`config.mk`:
```
export PLATFORM = sky130hd
export DESIGN_NAME = lzfb_fifo
export DESIGN_NICKNAME = d
export VERILOG_FILES = /design/src/hdl/lzfb_pkg.sv /design/src/hdl/lzfb_fifo.sv
export SDC_FILE = /design/constraint.sdc
export NUM_CORES = 1
export LEC_CHECK = 0
export ABC_AREA = 1
export BUFFER_PORTS_ARGS = -buffer_cell sky130_fd_sc_hd__buf_2
export CAP_MARGIN = 20
export CORE_UTILIZATION = 32
export CTS_CLUSTER_DIAMETER = 60
export DETAILED_ROUTE_END_ITERATION = 6
export PLACE_DENSITY = 0.59
export SYNTH_ARGS = -nofsm -noshare
export SYNTH_HDL_FRONTEND = slang
export SYNTH_SLANG_ARGS = --single-unit
```
`constraint.sdc`:
```
create_clock -name i_clk -period 2.5 [get_ports i_clk]
set_input_delay 0.5 -clock i_clk [delete_from_list [all_inputs] [get_ports i_clk]]
set_output_delay 0.5 -clock i_clk [all_outputs]
set_load 0.005 [all_outputs]
```
`src/hdl/lzfb_pkg.sv`:
```
package lzfb_pkg;

    // Parser constants
    localparam int unsigned FLAG_ITEMS = 8;      // items governed by one flag byte
    localparam int unsigned LEN_BIAS   = 3;      // code length = high nibble + 3
    localparam int unsigned DIST_W     = 12;     // code distance field (distance - 1)
    localparam int unsigned LEN_W      = 5;      // holds 1 to 18
    localparam logic [7:0]  LEN_MASK   = 8'hF0;
    localparam logic [7:0]  DIST_MASK  = 8'h0F;

    // Command queue between parser and copy engine
    localparam int unsigned QUEUE_DEPTH = 4;
    localparam int unsigned QUEUE_AW    = 2;

    // One command: a literal (lo holds the byte) or a copy (lo/hi hold the code)
    typedef struct packed {
        logic       is_copy;
        logic [7:0] hi;
        logic [7:0] lo;
    } t_cmd;

    // Where the byte in the read stage comes from
    typedef enum logic [1:0] {
        SRC_RAM  = 2'd0,
        SRC_LIT  = 2'd1,
        SRC_ZERO = 2'd2,
        SRC_FWD  = 2'd3
    } t_src;

endpackage

```
`src/hdl/lzfb_fifo.sv`:
```
module lzfb_fifo (
    input  logic          i_clk,
    input  logic          i_rst_n,
    input  logic          i_push,
    input  lzfb_pkg::t_cmd i_data,
    output logic          o_full,
    input  logic          i_pop,
    output logic          o_valid,
    output lzfb_pkg::t_cmd o_data
);

    lzfb_pkg::t_cmd r_mem [lzfb_pkg::QUEUE_DEPTH];
    logic [lzfb_pkg::QUEUE_AW-1:0] r_wr;
    logic [lzfb_pkg::QUEUE_AW-1:0] r_rd;
    logic [lzfb_pkg::QUEUE_AW:0]   r_cnt;
    logic [lzfb_pkg::QUEUE_AW:0]   n_cnt;
    logic                          push_ok;
    logic                          pop_ok;

    assign o_full  = (r_cnt == (lzfb_pkg::QUEUE_AW + 1)'(lzfb_pkg::QUEUE_DEPTH));
    assign o_valid = (r_cnt != '0);
    assign o_data  = r_mem[r_rd];
    assign push_ok = i_push && !o_full;
    assign pop_ok  = i_pop && o_valid;

    always_comb begin
        n_cnt = r_cnt;
        if (push_ok && !pop_ok) begin
            n_cnt = r_cnt + 1'b1;
        end else if (pop_ok && !push_ok) begin
            n_cnt = r_cnt - 1'b1;
        end
    end

    always_ff @(posedge i_clk) begin
        if (push_ok) begin
            r_mem[r_wr] <= i_data;
        end
        if (!i_rst_n) begin
            r_wr  <= '0;
            r_rd  <= '0;
            r_cnt <= '0;
        end else begin
            if (push_ok) begin
                r_wr <= r_wr + 1'b1;
            end
            if (pop_ok) begin
                r_rd <= r_rd + 1'b1;
            end
            r_cnt <= n_cnt;
        end
    end

endmodule

```
==> run_results.csv, run 1 <==
group,metric,value,unit
global_route,use_met3,2.86,%
die,die_y,100,um
die,fp-row-count,35,
global_route,top_usage_layer,"met2",
min_path,hold_path_class,"in2reg",
global_route,grt_overflow,0,
synth,yosysSeqAreaShare,72.1,%
final_layout,diodes,0,
die,design.core.area,0.00928,mm2
clock_tree,clock-sinks,77,
detailed_routing,drtAntennaViolNets,0,
clock_tree,cts_root_buf,"clkbuf_8",
detailed_routing,drt_pre_antenna_iters,6,
final_layout,area_delta_synth_final,19.5,%
synth,synth_fp_nets,260,
status,status,"completed",
synth,syn-cell-area,0.00308,mm2
clock_tree,clk_path_buf_depth,2,
timing,setup_tns,0,ns
worst_setup_path,end_kind,"primary output",
pwr,power_frac_clock,31.7,%
worst_setup_path,required,2.00,ns
synth,synth_area_leaders,"edfxtp_1, dfxtp_1, nor2_1",
timing,slew_violations,0,
global_route,grt_pass1_vias,1865,
timing,finalHoldViolCount,0,
synth,synth_top_cell_area_share,66.3,%
synth,yosys_warnings,0,
clock_tree,clk_pin_slew,0.08,ns
final_layout,instances_no_fill,416,
timing,max_slew_margin,71.6,%
worst_setup_path,worst_setup_path_start_kind,"flop",
detailed_routing,wl_per_cell,13.7,um
worst_setup_path,reg2regPathDepth,9,
global_route,track_usage,12.2,%
pwr,seqPwrFrac,43.9,%
worst_setup_path,crit_fanout,14,
timing,skew,0.00555,ns
timing,setup_viol,0,
worst_setup_path,worstSetupPathType,"reg2out",
die,dieWidth,100,um
timing,fmax,0.493,GHz
die,die-area,0.0100,mm2
global_route,use_met2,20.7,%
placed_design,placedCellCount,400,
clock_tree,cts_resized,0,
clock_tree,htree_levels,3,
synth,synth_cells,233,
pwr,vdd_drop_max,0.426,mV
pwr,p_int,0.00268,W
pwr,p_comb_share,24.3,%
global_route,grt_pass1_wl,9000,um
timing,period_needed,2.03,ns
synth,avgSynthCellArea,13.2,um2
final_layout,drive_above_1_share,29.6,%
min_path,worstHoldPathCells,1,
worst_setup_path,worstPathArrival,1.53,ns
synth,yosys.area.top_type,"edfxtp_1",
timing,fin_crit_sh,81.2,%
detailed_routing,routed_via_density,4.47,
synth,ys_seq_elements,77,
placed_design,gp_congestion,0.711,
pwr,pwr_density_cell,1010,mW/mm2
detailed_routing,dr.first_iter.drc_count,67,
pwr,p_sw,0.00106,W
clock_tree,cts_buffers,9,
final_layout,final_net_count,309,
global_route,met1_usage,14.3,%
detailed_routing,route.detailed.drc,0,
global_route,antenna_found_initial,0,
synth,synth_cell_types,22,
pwr,leakagePower,1.36,nW
clock_tree,cts_tree,"yes",
timing,rsz0062_at_grt,"no",
final_layout,fillers,896,
die,num_io_pins,40,
placed_design,place_hpwl,3670,um
die,start_util,33.2,%
placed_design,io_buffers,39,
detailed_routing,wirelength,5710,um
clock_tree,postCtsSetupBuffers,0,
timing,tightest_slew,0.425,ns
global_route,grt_max_degree,35,
detailed_routing,vias,1861,
pwr,p_sw_share,28.3,%
clock_tree,insertion_delay,0.34,ns
flow_run,cap_violations,0,
clock_tree,cts_hold_buf,0,
cell usage after synthesis, drive strengths merged:
master,n
buf,9
edfxtp,68
nor2,48
ha,5
nand3,4
a21oi,3
inv,17
fa,1
dfxtp,9
o22ai,17
nand2,15
o21ai,35
xor2,1
nand3b,1
cell families after synthesis:
kind of cell / synth area share [%]
flops: 72.1
buf+inv: 5.08
simple gates: 8.98
xor+xnor: 0.284
compound gates: 10.8
fa+ha+maj: 2.68
stage by stage:
step / hold slack (ns) / worst slack (ns) / area [um2] / utilization [%] / total power [W]
after floorplan: 0.464 / 0.754 / 3080 / - / 0.00228
after global placement: 0.491 / 0.696 / 3420 / 36.8 / 0.00257
after detailed placement: 0.501 / 0.611 / 3420 / 36.8 / 0.00260
after CTS: 0.361 / 0.432 / 3680 / 39.6 / 0.00378
after global routing: 0.361 / 0.323 / 3680 / 39.6 / 0.00395
final: 0.374 / 0.471 / 3680 / 39.6 / 0.00373
worst max-delay path, stage by stage (launching register included):
cell and delay (ns):
dfxtp_1 0.47, buf_4 0.25, o21ai_0 0.11, o22ai_1 0.21, buf_2 0.16
cell type report:
cell class	count	area [um2]	share of cell area, %
clock buffers	9	124	3.37
clock inverters	7	138	3.74
inverters	17	68.8	1.87
multi-input cells	130	712	19.3
flip-flops and latches	77	2220	60.4
well taps	129	161	4.38
repair buffers	47	255	6.93
power groups by stage:
stage          Sequential [W]  Combinational, W  Clock, W
2_1_floorplan         0.00165          0.000626         0
3_3_place_gp          0.00167          0.000904         0
3_5_place_dp          0.00167          0.000931         0
4_1_cts               0.00164          0.000933   0.00121
5_1_grt               0.00166           0.00103   0.00126
6_report              0.00164          0.000909   0.00118
layout by cell type, fill, tap and decap left out, types with 8 or more instances in the layout:
cell / netlist / routed
nor2_1: 47 / 43
edfxtp_1: 68 / 68
buf_4: 2 / 8
dfxtp_1: 9 / 9
o22ai_1: 17 / 17
o21ai_1: 12 / 12
o21ai_2: 10 / 10
o21ai_0: 13 / 13
inv_1: 14 / 14
clkbuf_8: 0 / 9
buf_2: 1 / 39
nand2_1: 11 / 11
metal layers:
layer  vias up  routed length (um)  share of wire [%]
li1        929                   -                  -
met1       883                2450                 43
met2        42                2890                 51
met3         7                 292                5.1
met4         0                  78                1.4
met5         -                   0                  0
sequential cells by signal, indices dropped and copies added (netlist names), named ones only:
| register | cells |
|---|---|
| r_cnt | 3 |
| r_mem | 68 |
| r_rd | 2 |
| r_wr | 2 |
worst paths after layout:
kind	start	to	slack (ns)
min reg2reg	r_rd[1]	r_rd[1]	0.51
max reg2reg	r_cnt[1]	r_cnt[1]	0.64
min	i_data[15]	r_mem[0][15]	0.37
max	flop	o_data[13]	0.47
Note: power is estimated with default switching activity, not from simulation.
==> inputs of run 2 (changes only) <==
- ABC_AREA: 1 -> 0
- PLACE_DENSITY: 0.59 -> 0.61
- clock period: 2.5 -> 1.7 ns (I/O delays scaled with it)
==> run 2 against run 1 <==
Net effect: the flow now finishes with violations (DRC, setup timing); hold slack worse by 0.16 ns; sequential share of layout area down 1.5 points; wire length down 8.6%; global-route usage down 0.30 points; sequential power up 50%; cell count down 24%; design area up 3.3%; area after synthesis down 3.7%.
==> run_results.csv, run 2 <==
group,metric,value,unit
detailed_routing,route.detailed.drc,5,
synth,synth_fp_nets,164,
final_layout,largest_reg_flops,68,
detailed_routing,wirelength,5220,um
clock_tree,cts_tree,"yes",
worst_setup_path,worstPathArrival,1.56,ns
clock_tree,clk_pin_slew,0.08,ns
detailed_routing,drt_pre_antenna_iters,6,
placed_design,io_buffers,39,
status,status,"finished, violations left",
final_layout,finish.instance_area,0.00380,mm2
clock_tree,clk_path_buf_depth,2,
synth,avgSynthCellArea,21.7,um2
die,die-area,0.00966,mm2
synth,synth_edf_count,68,
synth,synth_cell_types,23,
timing,tightest_slew,0.250,ns
worst_setup_path,crit_fanout,4,
synth,yosysSeqAreaShare,74.9,%
synth,synth.most_common_cell,"edfxtp_1",
worst_setup_path,end_kind,"primary output",
die,design.core.area,0.00885,mm2
status,violations,"DRC, setup timing",
timing,setup_ws,-0.200,ns
global_route,antenna_found_initial,0,
placed_design,place_area,0.00347,mm2
die,dieWidth,98.3,um
clock_tree,clock-sinks,77,
pwr,pwr_density_cell,1450,mW/mm2
timing,setup_tns,-3.34,ns
detailed_routing,routed_via_density,4.60,
synth,synth_top_cell_area_share,68.8,%
global_route,track_usage,11.9,%
detailed_routing,vias,1463,
final_layout,drive_above_1_share,51.0,%
worst_setup_path,worst_setup_path_start_kind,"flop",
min_path,hold_path_class,"in2reg",
synth,netlist_top_cells_count,"edfxtp_1, mux4_2, dfxtp_1",
final_layout,diodes,0,
pwr,vdd_drop_max,0.641,mV
synth,syn-cell-area,0.00297,mm2
timing,fmax,0.526,GHz
final_layout,reg_top3,"r_mem (68), r_cnt (3)",
synth,synth_cells,137,
synth,synth-async-reset-ratio,0,%
detailed_routing,dr.first_iter.drc_count,50,
synth,synth_top_flop_cell,"edfxtp_1",
timing,period_needed,1.90,ns
timing,slew_violations,0,
die,die_y,98.3,um
clock_tree,cts_buffers,9,
global_route,grt_pass1_vias,1549,
final_layout,final_net_count,232,
timing,max_slew_margin,83.3,%
worst_setup_path,worstSetupPathType,"reg2out",
synth,yosys.area.top_type,"edfxtp_1",
timing,fin_crit_sh,112,%
timing,rsz0062_at_grt,"yes",
final_layout,final_cell_mix,"edfxtp_1, buf_2, mux4_2, buf_4, clkbuf_8",
die,fp-row-count,34,
synth,yosys_warnings,0,
detailed_routing,wl_per_cell,16.4,um
clock_tree,cts_root_buf,"clkbuf_8",
final_layout,regMostFlops,"r_mem",
die,start_util,33.5,%
global_route,grt_overflow,0,
global_route,grt_pass1_wl,8250,um
placed_design,gp_congestion,0.640,
final_layout,area_delta_synth_final,28.1,%
synth,ys_seq_elements,77,
clock_tree,cts_hold_buf,0,
worst_setup_path,required,1.36,ns
clock_tree,insertion_delay,0.34,ns
global_route,grt_max_degree,18,
timing,skew,0.00747,ns
timing,finalHoldViolCount,0,
placed_design,place_hpwl,3360,um
final_layout,final_common_cell,"edfxtp_1",
pwr,leakagePower,1.34,nW
pwr,total_power,0.00552,W
synth,synth_area_leaders,"edfxtp_1, mux4_2, dfxtp_1",
clock_tree,htree_levels,3,
detailed_routing,drtAntennaViolNets,0,
timing,setup_viol,19,
die,num_io_pins,40,
flow_run,cap_violations,0,
-- run 2: cell count changes in the layout (fill, tap and decap cells not counted), moves of 5 or more --
cell	before	now
o21ai_1	12	0
mux4_2	0	17
o22ai_1	17	0
nor2_2	5	0
and2_1	0	7
nand2_1	11	4
nor2_1	43	0
inv_1	14	2
o21ai_0	13	1
o21ai_2	10	0
buf_12	0	5
buf_4	8	14
-- run 2: kinds of logic after synthesis --
family,share of synthesized area (%)
flip-flops,74.9
AND/OR/NAND/NOR,3.46
XOR/XNOR,1.18
adder cells (fa/ha/maj),2.78
AO/OA/AOI/OAI,1.39
multiplexers,14.0
buffers and inverters,2.28
-- run 2: worst max-delay path, stage by stage (launching register included) --
cell       delay (ns)
dfxtp_4          0.41
clkbuf_16        0.16
mux4_2           0.49
buf_2            0.15
-- run 2: metal layers --
layer	share of wire (%)	wire (um)	track usage [%]
met1	42	2190	13.6
met5	0	0	0
met3	6.5	341	5.15
met4	1.5	76	4.48
met2	50	2610	19.7
-- run 2: what timing repair did --
| action | 4_1_cts | 5_1_grt |
|---|---|---|
| pin swaps | 0 | 1 |
| endpoints found under the setup margin | 20 | 20 |
| resized for setup | 7 | 9 |
| buffers inserted | 0 | 2 |
| gates cloned | 1 | 1 |
-- run 2: area by class of cell --
class                           instances  area (um2)
Tap cell                              108         135
Clock buffer                           10         128
Inverter                                3        11.3
Clock inverter                          6        87.6
Multi-Input combinational cell         51         709
Sequential cell                        77        2240
Timing Repair Buffer                   63         493
Fill cell                             792        5050
-- run 2: power breakdown --
| part | switching [W] | leakage [nW] | internal (W) | total, W |
|---|---|---|---|---|
| clock | 0.000637 | 0.0985 | 0.000824 | 0.00146 |
| combinational | 0.000626 | 0.537 | 0.000969 | 0.00160 |
| sequential | 0.000137 | 0.700 | 0.00233 | 0.00246 |
| total | 0.00140 | 1.34 | 0.00412 | 0.00552 |
-- run 2: through the flow --
step	hold slack, ns	setup WS [ns]	instances	utilization, %
finish	0.210	-0.200	318	43.0
global route	0.189	-0.286	318	43.0
CTS	0.191	-0.231	315	42.2
detailed placement	0.497	-0.277	298	39.3
global placement	0.482	-0.185	298	39.3
floorplan	0.439	-0.164	137	-
-- run 2: worst paths after layout --
path,slack [ns],startpoint,endpoint,depth (start not counted)
min,0.21,i_data[0],r_mem[0][0],1
max reg2reg,-0.18,r_cnt[2],r_cnt[2],8
max,-0.20,flop,o_data[16],3
min reg2reg,0.50,r_wr[0],r_wr[0],2
