==> src/hdl/lzfb_pkg.sv <==
package lzfb_pkg;

    // Parser constants
    localparam int unsigned FLAG_ITEMS = 8;      // items governed by one flag byte
    localparam int unsigned LEN_BIAS   = 3;      // code length = high nibble + 3
    localparam int unsigned DIST_W     = 12;     // code distance field (distance - 1)
    localparam int unsigned LEN_W      = 5;      // holds 1 to 18
    localparam logic [7:0]  LEN_MASK   = 8'hF0;
    localparam logic [7:0]  DIST_MASK  = 8'h0F;

    // Command queue between parser and copy engine
    localparam int unsigned QUEUE_DEPTH = 4;
    localparam int unsigned QUEUE_AW    = 2;

    // One command: a literal (lo holds the byte) or a copy (lo/hi hold the code)
    typedef struct packed {
        logic       is_copy;
        logic [7:0] hi;
        logic [7:0] lo;
    } t_cmd;

    // Where the byte in the read stage comes from
    typedef enum logic [1:0] {
        SRC_RAM  = 2'd0,
        SRC_LIT  = 2'd1,
        SRC_ZERO = 2'd2,
        SRC_FWD  = 2'd3
    } t_src;

endpackage

==> src/hdl/lzfb_front.sv <==
module lzfb_front (
    input  logic           i_clk,
    input  logic           i_rst_n,
    input  logic           s_axis_tvalid,
    output logic           s_axis_tready,
    input  logic [7:0]     s_axis_tdata,
    input  logic           s_axis_tlast,
    input  logic           i_q_full,
    output logic           o_push,
    output lzfb_pkg::t_cmd o_cmd
);

    logic [7:0] r_flags;
    logic [3:0] r_items;
    logic [7:0] r_code_low;
    logic       r_await;
    logic       accept;
    logic       want_flag;

    assign s_axis_tready = !i_q_full;
    assign accept        = s_axis_tvalid && s_axis_tready;
    assign want_flag     = (r_items == '0);

    // a literal or the high byte of a code becomes one command
    assign o_push        = accept && !want_flag && (!r_flags[0] || r_await);
    assign o_cmd.is_copy = r_flags[0];
    assign o_cmd.hi      = s_axis_tdata;
    assign o_cmd.lo      = r_flags[0] ? r_code_low : s_axis_tdata;

    always_ff @(posedge i_clk) begin
        if (!i_rst_n) begin
            r_flags    <= '0;
            r_items    <= '0;
            r_code_low <= '0;
            r_await    <= 1'b0;
        end else if (accept) begin
            if (s_axis_tlast) begin
                r_flags    <= '0;
                r_items    <= '0;
                r_code_low <= '0;
                r_await    <= 1'b0;
            end else if (want_flag) begin
                r_flags <= s_axis_tdata;
                r_items <= 4'(lzfb_pkg::FLAG_ITEMS);
                r_await <= 1'b0;
            end else if (!r_flags[0] || r_await) begin
                r_flags <= {1'b0, r_flags[7:1]};
                r_items <= r_items - 1'b1;
                r_await <= 1'b0;
            end else begin
                r_code_low <= s_axis_tdata;
                r_await    <= 1'b1;
            end
        end
    end

endmodule

==> config.mk <==
export PLATFORM = sky130hd
export DESIGN_NAME = lzfb_front
export DESIGN_NICKNAME = d
export VERILOG_FILES = /design/src/hdl/lzfb_pkg.sv /design/src/hdl/lzfb_front.sv
export SDC_FILE = /design/constraint.sdc
export NUM_CORES = 1
export LEC_CHECK = 0
export BUFFER_PORTS_ARGS = -buffer_cell sky130_fd_sc_hd__buf_2
export CORE_MARGIN = 5
export CORE_UTILIZATION = 50
export CTS_CLUSTER_SIZE = 14
export DETAILED_ROUTE_END_ITERATION = 16
export PLACE_DENSITY = 0.77
export SKIP_CTS_REPAIR_TIMING = 1
export SKIP_LAST_GASP = 1
export SYNTH_ARGS = -nofsm -noshare
export SYNTH_HDL_FRONTEND = slang
export SYNTH_SLANG_ARGS = --single-unit
export TNS_END_PERCENT = 1
==> constraint.sdc <==
create_clock -name i_clk -period 2.1 [get_ports i_clk]
set_clock_uncertainty 0.05 [all_clocks]
set_input_delay 0.21 -clock i_clk [delete_from_list [all_inputs] [get_ports i_clk]]
set_output_delay 0.21 -clock i_clk [all_outputs]
set_load 0.005 [all_outputs]
==> impl_summary.md, run 1 <==
Floorplan
The floorplan step defined a core boundary enclosing 2170 µm². The number of placement rows is 17. The initial standard-cell utilization of the core is 51.4%. The die covers 3280 µm². For this design the top-level I/O count stands at 32. In this run the horizontal extent of the chip is 57.2 µm. The vertical extent of the die is 57.2 µm.

Clock tree
The root buffer cell chosen for the clock tree is clkbuf_4. In this run the number of H-tree levels came out at 1. TritonCTS built the clock tree.

Clock tree synthesis found a total of 21 sinks. The later pin in the worst-skew pair is clocked with a latency of 310 ps. Counting along the longest clock path gives a buffer depth of 2. After clock tree synthesis, the clock-pin slew on the worst setup and hold paths is 120 ps.

The number of clock buffers added by TritonCTS is 3.

Power
The worst-case IR drop observed on VDD is 0.000438 V. Summed over all cells, the static leakage comes to 0.000538 µW. Per report_power, the combinational group accounts for 14.8% of the total. The internal power of the cells totals 527 µW.

The switching power as a share of total power is 26.1%. The total power density per cell area is 575 nW/µm². The part of the power in registers is 57.4%.

The completed layout was analyzed and its total power is 713 µW. The power dissipated by switching net loads is 186 µW. The clock network is responsible for 27.8% of the overall power.

Detailed routing
The average routed wire per standard cell is 14.2 µm. The final routed wirelength across all metal layers is 2.22 mm. In the routed layout, each cell is associated on average with a via count of 5.54. The first detailed-routing pass took 4 iterations. The DRC violation total after the first TritonRoute iteration is 17. The detailed-route DRC error count is 0.

Across all layers, the routed design uses 864 vias. The number of routed nets with antenna violations is 0.

GRT
The number of antenna violations at the first check in global routing is 0. The maximum number of pins on one net before global-route repair is 17. The overall routing resource usage is 14.1%. The first global-routing pass estimated 3.73 mm of wire. Summed over all layers, the global routing overflow is 0. The via count of the first global-routing pass came to 831.

Worst setup path
The critical path data required time is 2310 ps. The kind of critical path is reg -> reg. Data arrives at the worst endpoint at 2060 ps.

The worst setup path is launched from a flip-flop. The kind of end point of the critical path is a flip-flop. The largest driver fanout on the critical path is 8.

STA
The worst hold slack after final layout is 96.9 ps. Setup violations remaining at the end of the flow were counted as 0. The max-slew headroom at the worst pin is 62.4%.

The post-route minimum period is 1860 ps. The final period utilization is 88.5%. At the pin with the least slew margin, the transition time is 561 ps. The sum of negative setup slack is 0 ps. The number of hold-slack violations in the final timing report came to 0.

Based on the critical path, the design can be clocked at up to 538 MHz. Setup repair after global routing left no endpoint under its margin. The number of max-slew violations in the final report is 0.

Logic synthesis
The synthesized netlist contains 34 unique library cells. In this run the cell area of the synthesized design comes to 1120 µm². After technology mapping, the gate count stands at 105. Dividing the synthesized area by the synthesized cell count gives 10.6 µm². The number of warnings reported in the yosys synthesis log is 0. For this run, the register share of the synthesized area comes to 37.7%. The total of flip-flops plus latches after synthesis is 21. The net count after synthesis is 120.

Cells and area
The library cell used most frequently in the layout, excluding fill and tap cells, is buf_2. The number of non-filler instances in the completed layout is 156. Compared with the post-synthesis result, the final layout area differs by 11.1%.

The total number of nets in the final design is 144. 0 antenna diodes ended up in the layout. The proportion of layout cells with a drive suffix above 1 is 40.6%. In the layout the commonest cells are buf_2 (31), dfxtp_1 (21), mux2_2 (8), a32o_1 (8). The fraction of the core area covered by cells at the end of the flow is 57.2%.

Flow run
The total of max-cap violations is 0.

Placed design
The placed wire-length estimate is 1.69 mm. The number of placed instances, taps included, is 152. The count of input and output buffers is 31. The final RePlAce weighted congestion is 0.796.

Outcome
The flow ran to the end, and the final reports show no timing, DRC or antenna violations.

Min path
The path class of the tightest hold or removal check is in -> reg.
-- metal layers --
layer | wire length [µm] | up-vias | part of all wire, % | GRT usage, %
li1 | - | 430 | - | -
met2 | 1060 | 22 | 48 | 21.4
met4 | 22 | 0 | 0.99 | 5.30
met1 | 1040 | 410 | 47 | 19.3
met5 | 0 | - | 0 | 0
met3 | 93 | 2 | 4.2 | 3.39
-- power by group through the flow --
stage | clock network [µW] | registers [µW] | logic [µW]
after global placement | 0 | 418 | 104
after CTS | 203 | 409 | 107
final | 198 | 409 | 105
after global routing | 225 | 411 | 117
after floorplan | 0 | 417 | 73.9
after detailed placement | 0 | 418 | 107
-- cells in the mapped netlist (all sizes together) --
library cell	instances	share of area, %
dfxtp	21	38
buf	13	9.4
a32o	8	7.2
mux2	8	8.1
mux2i	7	6.3
o2bb2ai	7	5.5
nand2	5	1.7
inv	4	1.3
nor2	4	1.3
o21ai	3	1.7
a21boi	2	1.3
a21oi	2	0.90
ha	2	2.2
nor2b	2	1.1
nor3	2	1.3
nor3b	2	2.8
a31oi	1	0.56
a32oi	1	0.78
and2	1	0.56
and2b	1	0.78
and4	1	0.78
clkbuf	1	0.34
nand2b	1	0.56
nand4	1	0.56
o211ai	1	1.1
o21a	1	0.67
o22a	1	0.78
o31ai	1	1.9
or4	1	0.67
-- path summary, 6_finish.rpt --
kind	startpoint	endpoint	slack, ps	depth (start not counted)
hold / removal	s_axis_tdata[1]	r_code_low[1]$_SDFFE_PN0P_	100	2
hold reg to reg	r_await$_SDFFE_PN0P_	r_await$_SDFFE_PN0P_	420	1
setup reg to reg	r_items[0]$_SDFFE_PN0P_	r_code_low[7]$_SDFFE_PN0P_	240	6
setup / recovery	r_items[0]$_SDFFE_PN0P_	r_code_low[7]$_SDFFE_PN0P_	240	6
-- worst max-delay path, cell delays in order, from the launching register on --
cell     delay, ps
dfxtp_1        370
inv_1           80
ha_1           210
nor3b_4        190
buf_4          200
nor3_2         500
a32o_1         210
-- final cells by class --
type | instances | area (µm²)
clock inverter | 1 | 5.00
tap | 28 | 35.0
sequential | 21 | 420
clock buffer | 3 | 22.5
timing repair buffer | 33 | 170
fill | 211 | 930
multi-input combinational | 66 | 572
inverter | 4 | 15.0
-- metrics by stage --
step | area, µm² | worst slack [ps]
after CTS | 1240 | 237
after detailed placement | 1210 | 265
final | 1240 | 242
after floorplan | 1120 | 510
after global routing | 1240 | 127
after global placement | 1210 | 349
-- logic make-up after synthesis --
kind of cell	synth area share, %
simple gates	12.2
mux	14.4
buf+inv	11.1
flops	37.7
fa+ha+maj	2.24
compound gates	22.4
-- state kept, by name, indices dropped and copies added, names as in the netlist --
signal and cells:
r_await 1, r_flags 8, r_items 4, r_code_low 8
(Power assumes the default switching activity.)
==> run 2, diff against run 1 <==
--- a/config.mk
+++ b/config.mk
@@ -7,10 +7,10 @@
 export LEC_CHECK = 0
 export BUFFER_PORTS_ARGS = -buffer_cell sky130_fd_sc_hd__buf_2
 export CORE_MARGIN = 5
-export CORE_UTILIZATION = 50
+export CORE_UTILIZATION = 25
 export CTS_CLUSTER_SIZE = 14
 export DETAILED_ROUTE_END_ITERATION = 16
-export PLACE_DENSITY = 0.77
+export RECOVER_POWER = 25
 export SKIP_CTS_REPAIR_TIMING = 1
 export SKIP_LAST_GASP = 1
 export SYNTH_ARGS = -nofsm -noshare
==> run 2 against run 1 <==
  * First-iteration DRC count increased by 71%
  * Sequential power barely moved
  * Sequential share of layout area decreased by 0.90 points
  * Final area grew 2.7%
  * Critical path depth stayed put
  * Global-route usage shrank 5.7 points
  * Non-clock buffer count unchanged
  * Combinational power barely moved
  * Critical endpoint is now r_code_low[4]$_SDFFE_PN0P_
  * Highest routed layer unchanged
==> impl_summary.md, run 2 (same netlist as run 1, synthesis figures left out) <==
STA
The final worst setup slack is 172 ps. The number of hold-slack violations in the final timing report is 0. At the pin with the least slew margin, the transition time is 604 ps. Setup repair after global routing left no endpoint under its margin. For the final routed database, the setup TNS stands at 0 ps. The worst hold slack after final layout is 159 ps. The fmax is 519 MHz.

The post-route minimum period is 1930 ps. The worst pin sits at a relative slew slack of 59.5%. The number of max-slew violations in the final report is 0.

The final setup violation count is 0. In the finished design, the share of the clock period the worst path needs comes to 91.8%.

Worst setup path
The register-to-register setup slack is 170 ps. In this run the worst setup path begins at r_items[0]$_SDFFE_PN0P_. STA classifies the critical path endpoint as a flip-flop. The worst flop-to-flop path endpoint is r_code_low[4]$_SDFFE_PN0P_.

The largest driver fanout on the critical path is 9. The depth of the worst register-to-register path is 6. Walking the worst path, the cells encountered are inv_1 -> ha_1 -> nor3b_4 -> buf_4 -> nor3_2 -> a32o_1. The largest incremental delay on the critical path is 540 ps. For the worst setup path, the data arrival time is 2070 ps. The largest individual stage delay along the critical path comes from the cell nor3_2. The critical path data required time is 2250 ps. The source of the worst register-to-register timing path is r_items[0]$_SDFFE_PN0P_. The kind of launch point of the worst setup path is a flip-flop. The critical path is of the reg -> reg type.

Detailed routing
The number of iterations in the first detailed-routing pass is 4. The final routed wirelength across all metal layers is 2.44 mm. The routed via count divided by cell count is 4.84.

Dividing the detail-routed wire length by the instance count gives 13.6 µm. The number of routed nets with antenna violations is 0. The DRC violation total after the first TritonRoute iteration is 29. In the routed design, unresolved DRC markers number 0.

Detailed routing inserted a total of 871 vias.

Floorplan
The core outline area is 4350 µm². For this configuration, the core starts out at a cell density of 25.6%. For this design the top-level I/O count stands at 32. The die is 76.8 µm wide. The die area is 5900 µm². The vertical extent of the die is 76.8 µm.

The number of placement rows is 24.

Cells and area
The fill cell total of the finished layout is 459. The net count of the finished layout is 144. The layout overhead on the synthesized area is 14.1%. The most common cell after layout, fill and taps aside is buf_2. The area of the multi-input gates is 572 µm².

The register area is 420 µm². The diode insertion count for antenna repair is 0. The proportion of layout cells with a drive suffix above 1 is 32.8%. The largest registers in the layout are r_code_low x8, r_flags x8, r_items x4. Leaving out fill and tap cells, the most frequent cells in the layout are buf_2 (22), dfxtp_1 (21), clkbuf_1 (10).

Clock tree
The tree is rooted in a clkbuf_8. The latest clock arrival within the worst-skew pair is 260 ps. The H-tree level count is 1. The clock passes through at most 2 buffers. TritonCTS built the clock tree.

In this run, CTS created clock tree buffers numbering 3. For this design, the sink count on the clock tree is 21. The clock transition at the registers of the reported paths is 80 ps.

GRT
The overall routing resource usage is 8.35%. The via count of the first global-routing pass is 856. The first-pass GRT wire length is 4.07 mm. Entering global routing, the biggest net connects 17 pins.

The total overflow left after global routing is 0. The number of antenna violations at the first check in global routing is 0.

Power
The leakage power figure is 0.000517 µW. The total power density per cell area is 608 nW/µm². VDD sags by at most 0.000223 V.

Placed design
Summed over all nets, the half-perimeter wirelength after detailed placement is 1.85 mm. The worst setup slack after placement is 179 ps. The congestion estimate from routability-driven global placement came to 0.774. The count of input and output buffers is 31.

Min path
The worst hold path was traced through 2 stages. The worst hold path terminates at r_code_low[1]$_SDFFE_PN0P_. In this run the most critical hold path is launched from s_axis_tdata[1].

The tightest min-delay check is of the in -> reg type.

Outcome
The run finished with clean final reports.

Flow run
The tool flagged a number of max-cap violations equal to 0.
run 2: changes by cell type in the layout (fill, tap and decap cells not counted):
cell / before / now
clkbuf_1: 0 / 10
buf_2: 31 / 22
clkbuf_4: 3 / 0
clkbuf_8: 0 / 3
buf_4: 2 / 1
run 2: worst max path at each step:
stage                                       endpoint
after global routing      r_code_low[4]$_SDFFE_PN0P_
after detailed placement  r_code_low[4]$_SDFFE_PN0P_
after CTS                 r_code_low[4]$_SDFFE_PN0P_
after floorplan              r_items[3]$_SDFFE_PN0P_
final                     r_code_low[4]$_SDFFE_PN0P_
after global placement    r_code_low[7]$_SDFFE_PN0P_
run 2: area by class of cell:
| cell class | instances | area share (%) |
|---|---|---|
| Clock buffer | 3 | 3.24 |
| Clock inverter | 1 | 0.393 |
| Inverter | 4 | 1.18 |
| Multi-Input combinational cell | 66 | 44.9 |
| Sequential cell | 21 | 33.0 |
| Tap cell | 52 | 5.11 |
| Timing Repair Buffer | 33 | 12.2 |
run 2: report_power, final:
part	leakage (µW)	total, µW	internal (µW)	switching (µW)
combinational	0.000322	104	47.5	56.3
clock	0.0000255	262	132	130
sequential	0.000170	409	405	4.04
total	0.000517	775	584	191
run 2: critical path, delay by kind of cell (launching register included):
family / cells / cell delay [ps]
AND/OR/NAND/NOR: 2 / 730
AO/OA/AOI/OAI: 1 / 210
adder cells (fa/ha/maj): 1 / 210
buffers and inverters: 2 / 290
flip-flops: 1 / 370
run 2: routing by layer:
layer	global-route usage [%]	vias up	share of wire [%]
li1	-	429	-
met1	11.2	414	47
met2	12.7	26	45
met3	1.41	2	6.3
met4	4.20	0	1.4
met5	0	-	0
run 2: stage by stage:
stage / area, µm² / power [µW] / util, % / instances
floorplan: 1120 / 491 / - / 105
global placement: 1240 / 525 / 28.5 / 176
detailed placement: 1240 / 527 / 28.5 / 176
CTS: 1290 / 791 / 29.6 / 180
global route: 1270 / 815 / 29.3 / 180
finish: 1270 / 775 / 29.3 / 180
==> run 3, diff against run 2 <==
--- a/config.mk
+++ b/config.mk
@@ -6,10 +6,13 @@
 export NUM_CORES = 1
 export LEC_CHECK = 0
 export BUFFER_PORTS_ARGS = -buffer_cell sky130_fd_sc_hd__buf_2
+export CELL_PAD_IN_SITES_DETAIL_PLACEMENT = 1
+export CELL_PAD_IN_SITES_GLOBAL_PLACEMENT = 2
 export CORE_MARGIN = 5
 export CORE_UTILIZATION = 25
 export CTS_CLUSTER_SIZE = 14
 export DETAILED_ROUTE_END_ITERATION = 16
+export PLACE_DENSITY_LB_ADDON = 0.1
 export RECOVER_POWER = 25
 export SKIP_CTS_REPAIR_TIMING = 1
 export SKIP_LAST_GASP = 1
==> run 3 against run 2 <==
  * Sequential share of layout area fell by 0.57 points
  * Highest routed layer unchanged
  * Critical path type is now reg -> out
  * Via count rose by 0.92%
  * Die area did not move
  * Clock-buffer cell count did not move
  * Worst hold slack got worse by 11 ps
==> impl_summary.md, run 3 (same netlist as run 1, synthesis figures left out) <==
Clock tree
TritonCTS built the clock tree. The clock drives 21 sinks. The root buffer cell chosen for the clock tree is clkbuf_8. The maximum clock path buffer count is 2.

The clock transition at the registers of the reported paths is 80 ps. The TritonCTS buffer count is 3. For the worst-skew pair, the clock arrives at the later sink with an insertion delay of 260 ps. CTS built an H-tree with a depth of 1.

Worst setup path
The number of buffer and inverter instances along the worst setup path is 2. The kind of end point of the critical path is an output port. The slowest cell on the critical path is clkbuf_1. The kind of critical path is reg -> out. The kind of launch point of the worst setup path is a flip-flop. Traced cell by cell, the critical path runs through clkbuf_1 -> mux2_2 -> buf_2. The kind of cell with the highest combined delay on the critical path is buffers and inverters. The data arrival time at the worst-slack endpoint is 1650 ps. The largest incremental delay on the critical path is 510 ps. The critical path runs through a total of 3 cells. The largest driver fanout on the critical path is 10. The depth of the worst register-to-register path is 6. The critical path data required time is 1840 ps.

Cells and area
The largest registers in the layout are r_code_low x8, r_flags x8, r_items x4. Relative to the synthesized area, the layout overhead comes to 16.1%. After routing the design area is 1300 µm².

The most common cell after layout, fill and taps aside is buf_2. The diode insertion count for antenna repair is 0. Leaving out filler cells and counting taps, the final layout contains 183. The net count of the finished layout is 147. The proportion of layout cells with a drive suffix above 1 is 34.4%. In the layout the commonest cells are buf_2 (22), dfxtp_1 (21), clkbuf_1 (10).

GRT
The total overflow left after global routing is 0. The first global-routing pass estimated 4.97 mm of wire. For this run, global-route usage on met1 was measured as 12.8%. The overall routing resource usage is 10.3%. The maximum number of pins on one net before global-route repair is 17. The via count of the first global-routing pass is 1011. Global routing used 2.46% of the available met3 tracks. The global routing's busiest layer is met2. The number of antenna violations at the first check in global routing is 0. The met2 track demand over resource in global routing is 17.1%.

Floorplan
The count of boundary I/O pins is 32. The die area is 5900 µm². In this run the core area contains 24 standard-cell rows. From left edge to right edge, the die measures 76.8 µm. In this run the vertical extent of the chip is 76.8 µm. For this configuration, the core starts out at a cell density of 25.6%.

The core region is 4350 µm².

Detailed routing
The detail route stage leaves a number of antenna-violating nets equal to 0. The count of vias placed by the detailed router is 879. The DRC violation total after the first TritonRoute iteration is 35.

The detailed-route DRC error count is 0. The routed via count divided by cell count is 4.80. The final routed wirelength across all metal layers is 2.85 mm. After detailed routing, the average wire length per cell comes to 15.6 µm. The number of iterations in the first detailed-routing pass is 4.

Placed design
The count of input and output buffers is 31. The placed wire-length estimate is 2.12 mm. The final RePlAce weighted congestion is 0.698. The number of cells after detailed placement is 179. The placed cell area is 1260 µm².

STA
Setup repair after global routing left no endpoint under its margin. Measured against its own limit, the worst slew margin works out to 56.4%. The sum of negative setup slack is 0 ps. Based on the critical path, the design can be clocked at up to 523 MHz. In the finished design, the share of the clock period the worst path needs comes to 91.1%. Hold is met by 149 ps. The number of max-slew violations in the final report came to 0. Setup violations remaining at the end of the flow were counted as 0. The smallest clock period supported by the final layout is computed as 1910 ps. The slew at the pin closest to its max-slew limit is 654 ps. The number of hold-slack violations in the final timing report is 0.

Min path
The tightest min-delay check is of the in -> reg type. The number of cells on the worst hold path is 2.

Power
IR analysis of the VDD net gives a maximum drop of 0.000218 V. In this run the power density over the cells is 609 nW/µm². For this design the static power due to leakage is 0.000532 µW.

Outcome
The flow ran to the end, and the final reports show no timing, DRC or antenna violations.

Flow run
The total of max-cap violations is 0.
[run 3: cell count changes in the layout (fill, tap and decap cells not counted), sizes merged]
cell  before  now
buf       23   26
[run 3: power by group]
part	internal [µW]	switching [µW]
Sequential	405	4.40
Clock	132	140
Combinational	48.7	59.3
Total	586	204
[run 3: through the flow]
step	util [%]	setup WS, ps	power [µW]
final	29.8	187	790
after detailed placement	29.1	329	531
after CTS	30.1	247	808
after global routing	29.8	90.9	836
after floorplan	-	510	491
after global placement	29.1	378	530
[run 3: final cells by class]
type	instances	area [µm²]
inverters	4	15.0
multi-input cells	66	572
well taps	52	65.1
flip-flops and latches	21	420
clock buffers	3	41.3
fillers	507	3060
repair buffers	36	178
clock inverters	1	5.00
[run 3: layer usage]
metal / part of all wire (%) / vias to the layer above
li1: - / 434
met1: 46 / 420
met2: 48 / 20
met3: 4.5 / 5
met4: 1.3 / 0
met5: 0 / -
[run 3: path summary, 6_finish.rpt]
check,start,end,slack (ps)
min reg2reg,r_flags[5]$_SDFFE_PN0P_,r_flags[5]$_SDFFE_PN0P_,420
max,r_flags[0]$_SDFFE_PN0P_,o_cmd[7],190
min,s_axis_tdata[2],r_code_low[2]$_SDFFE_PN0P_,150
max reg2reg,r_items[0]$_SDFFE_PN0P_,r_items[3]$_SDFFE_PN0P_,320
[run 3: worst reg2reg max path, stage by stage (launching register included)]
cell	delay (ps)
dfxtp_1	350
inv_1	80
ha_1	210
nor3b_4	170
o31ai_4	270
and2_1	390
o22a_1	210
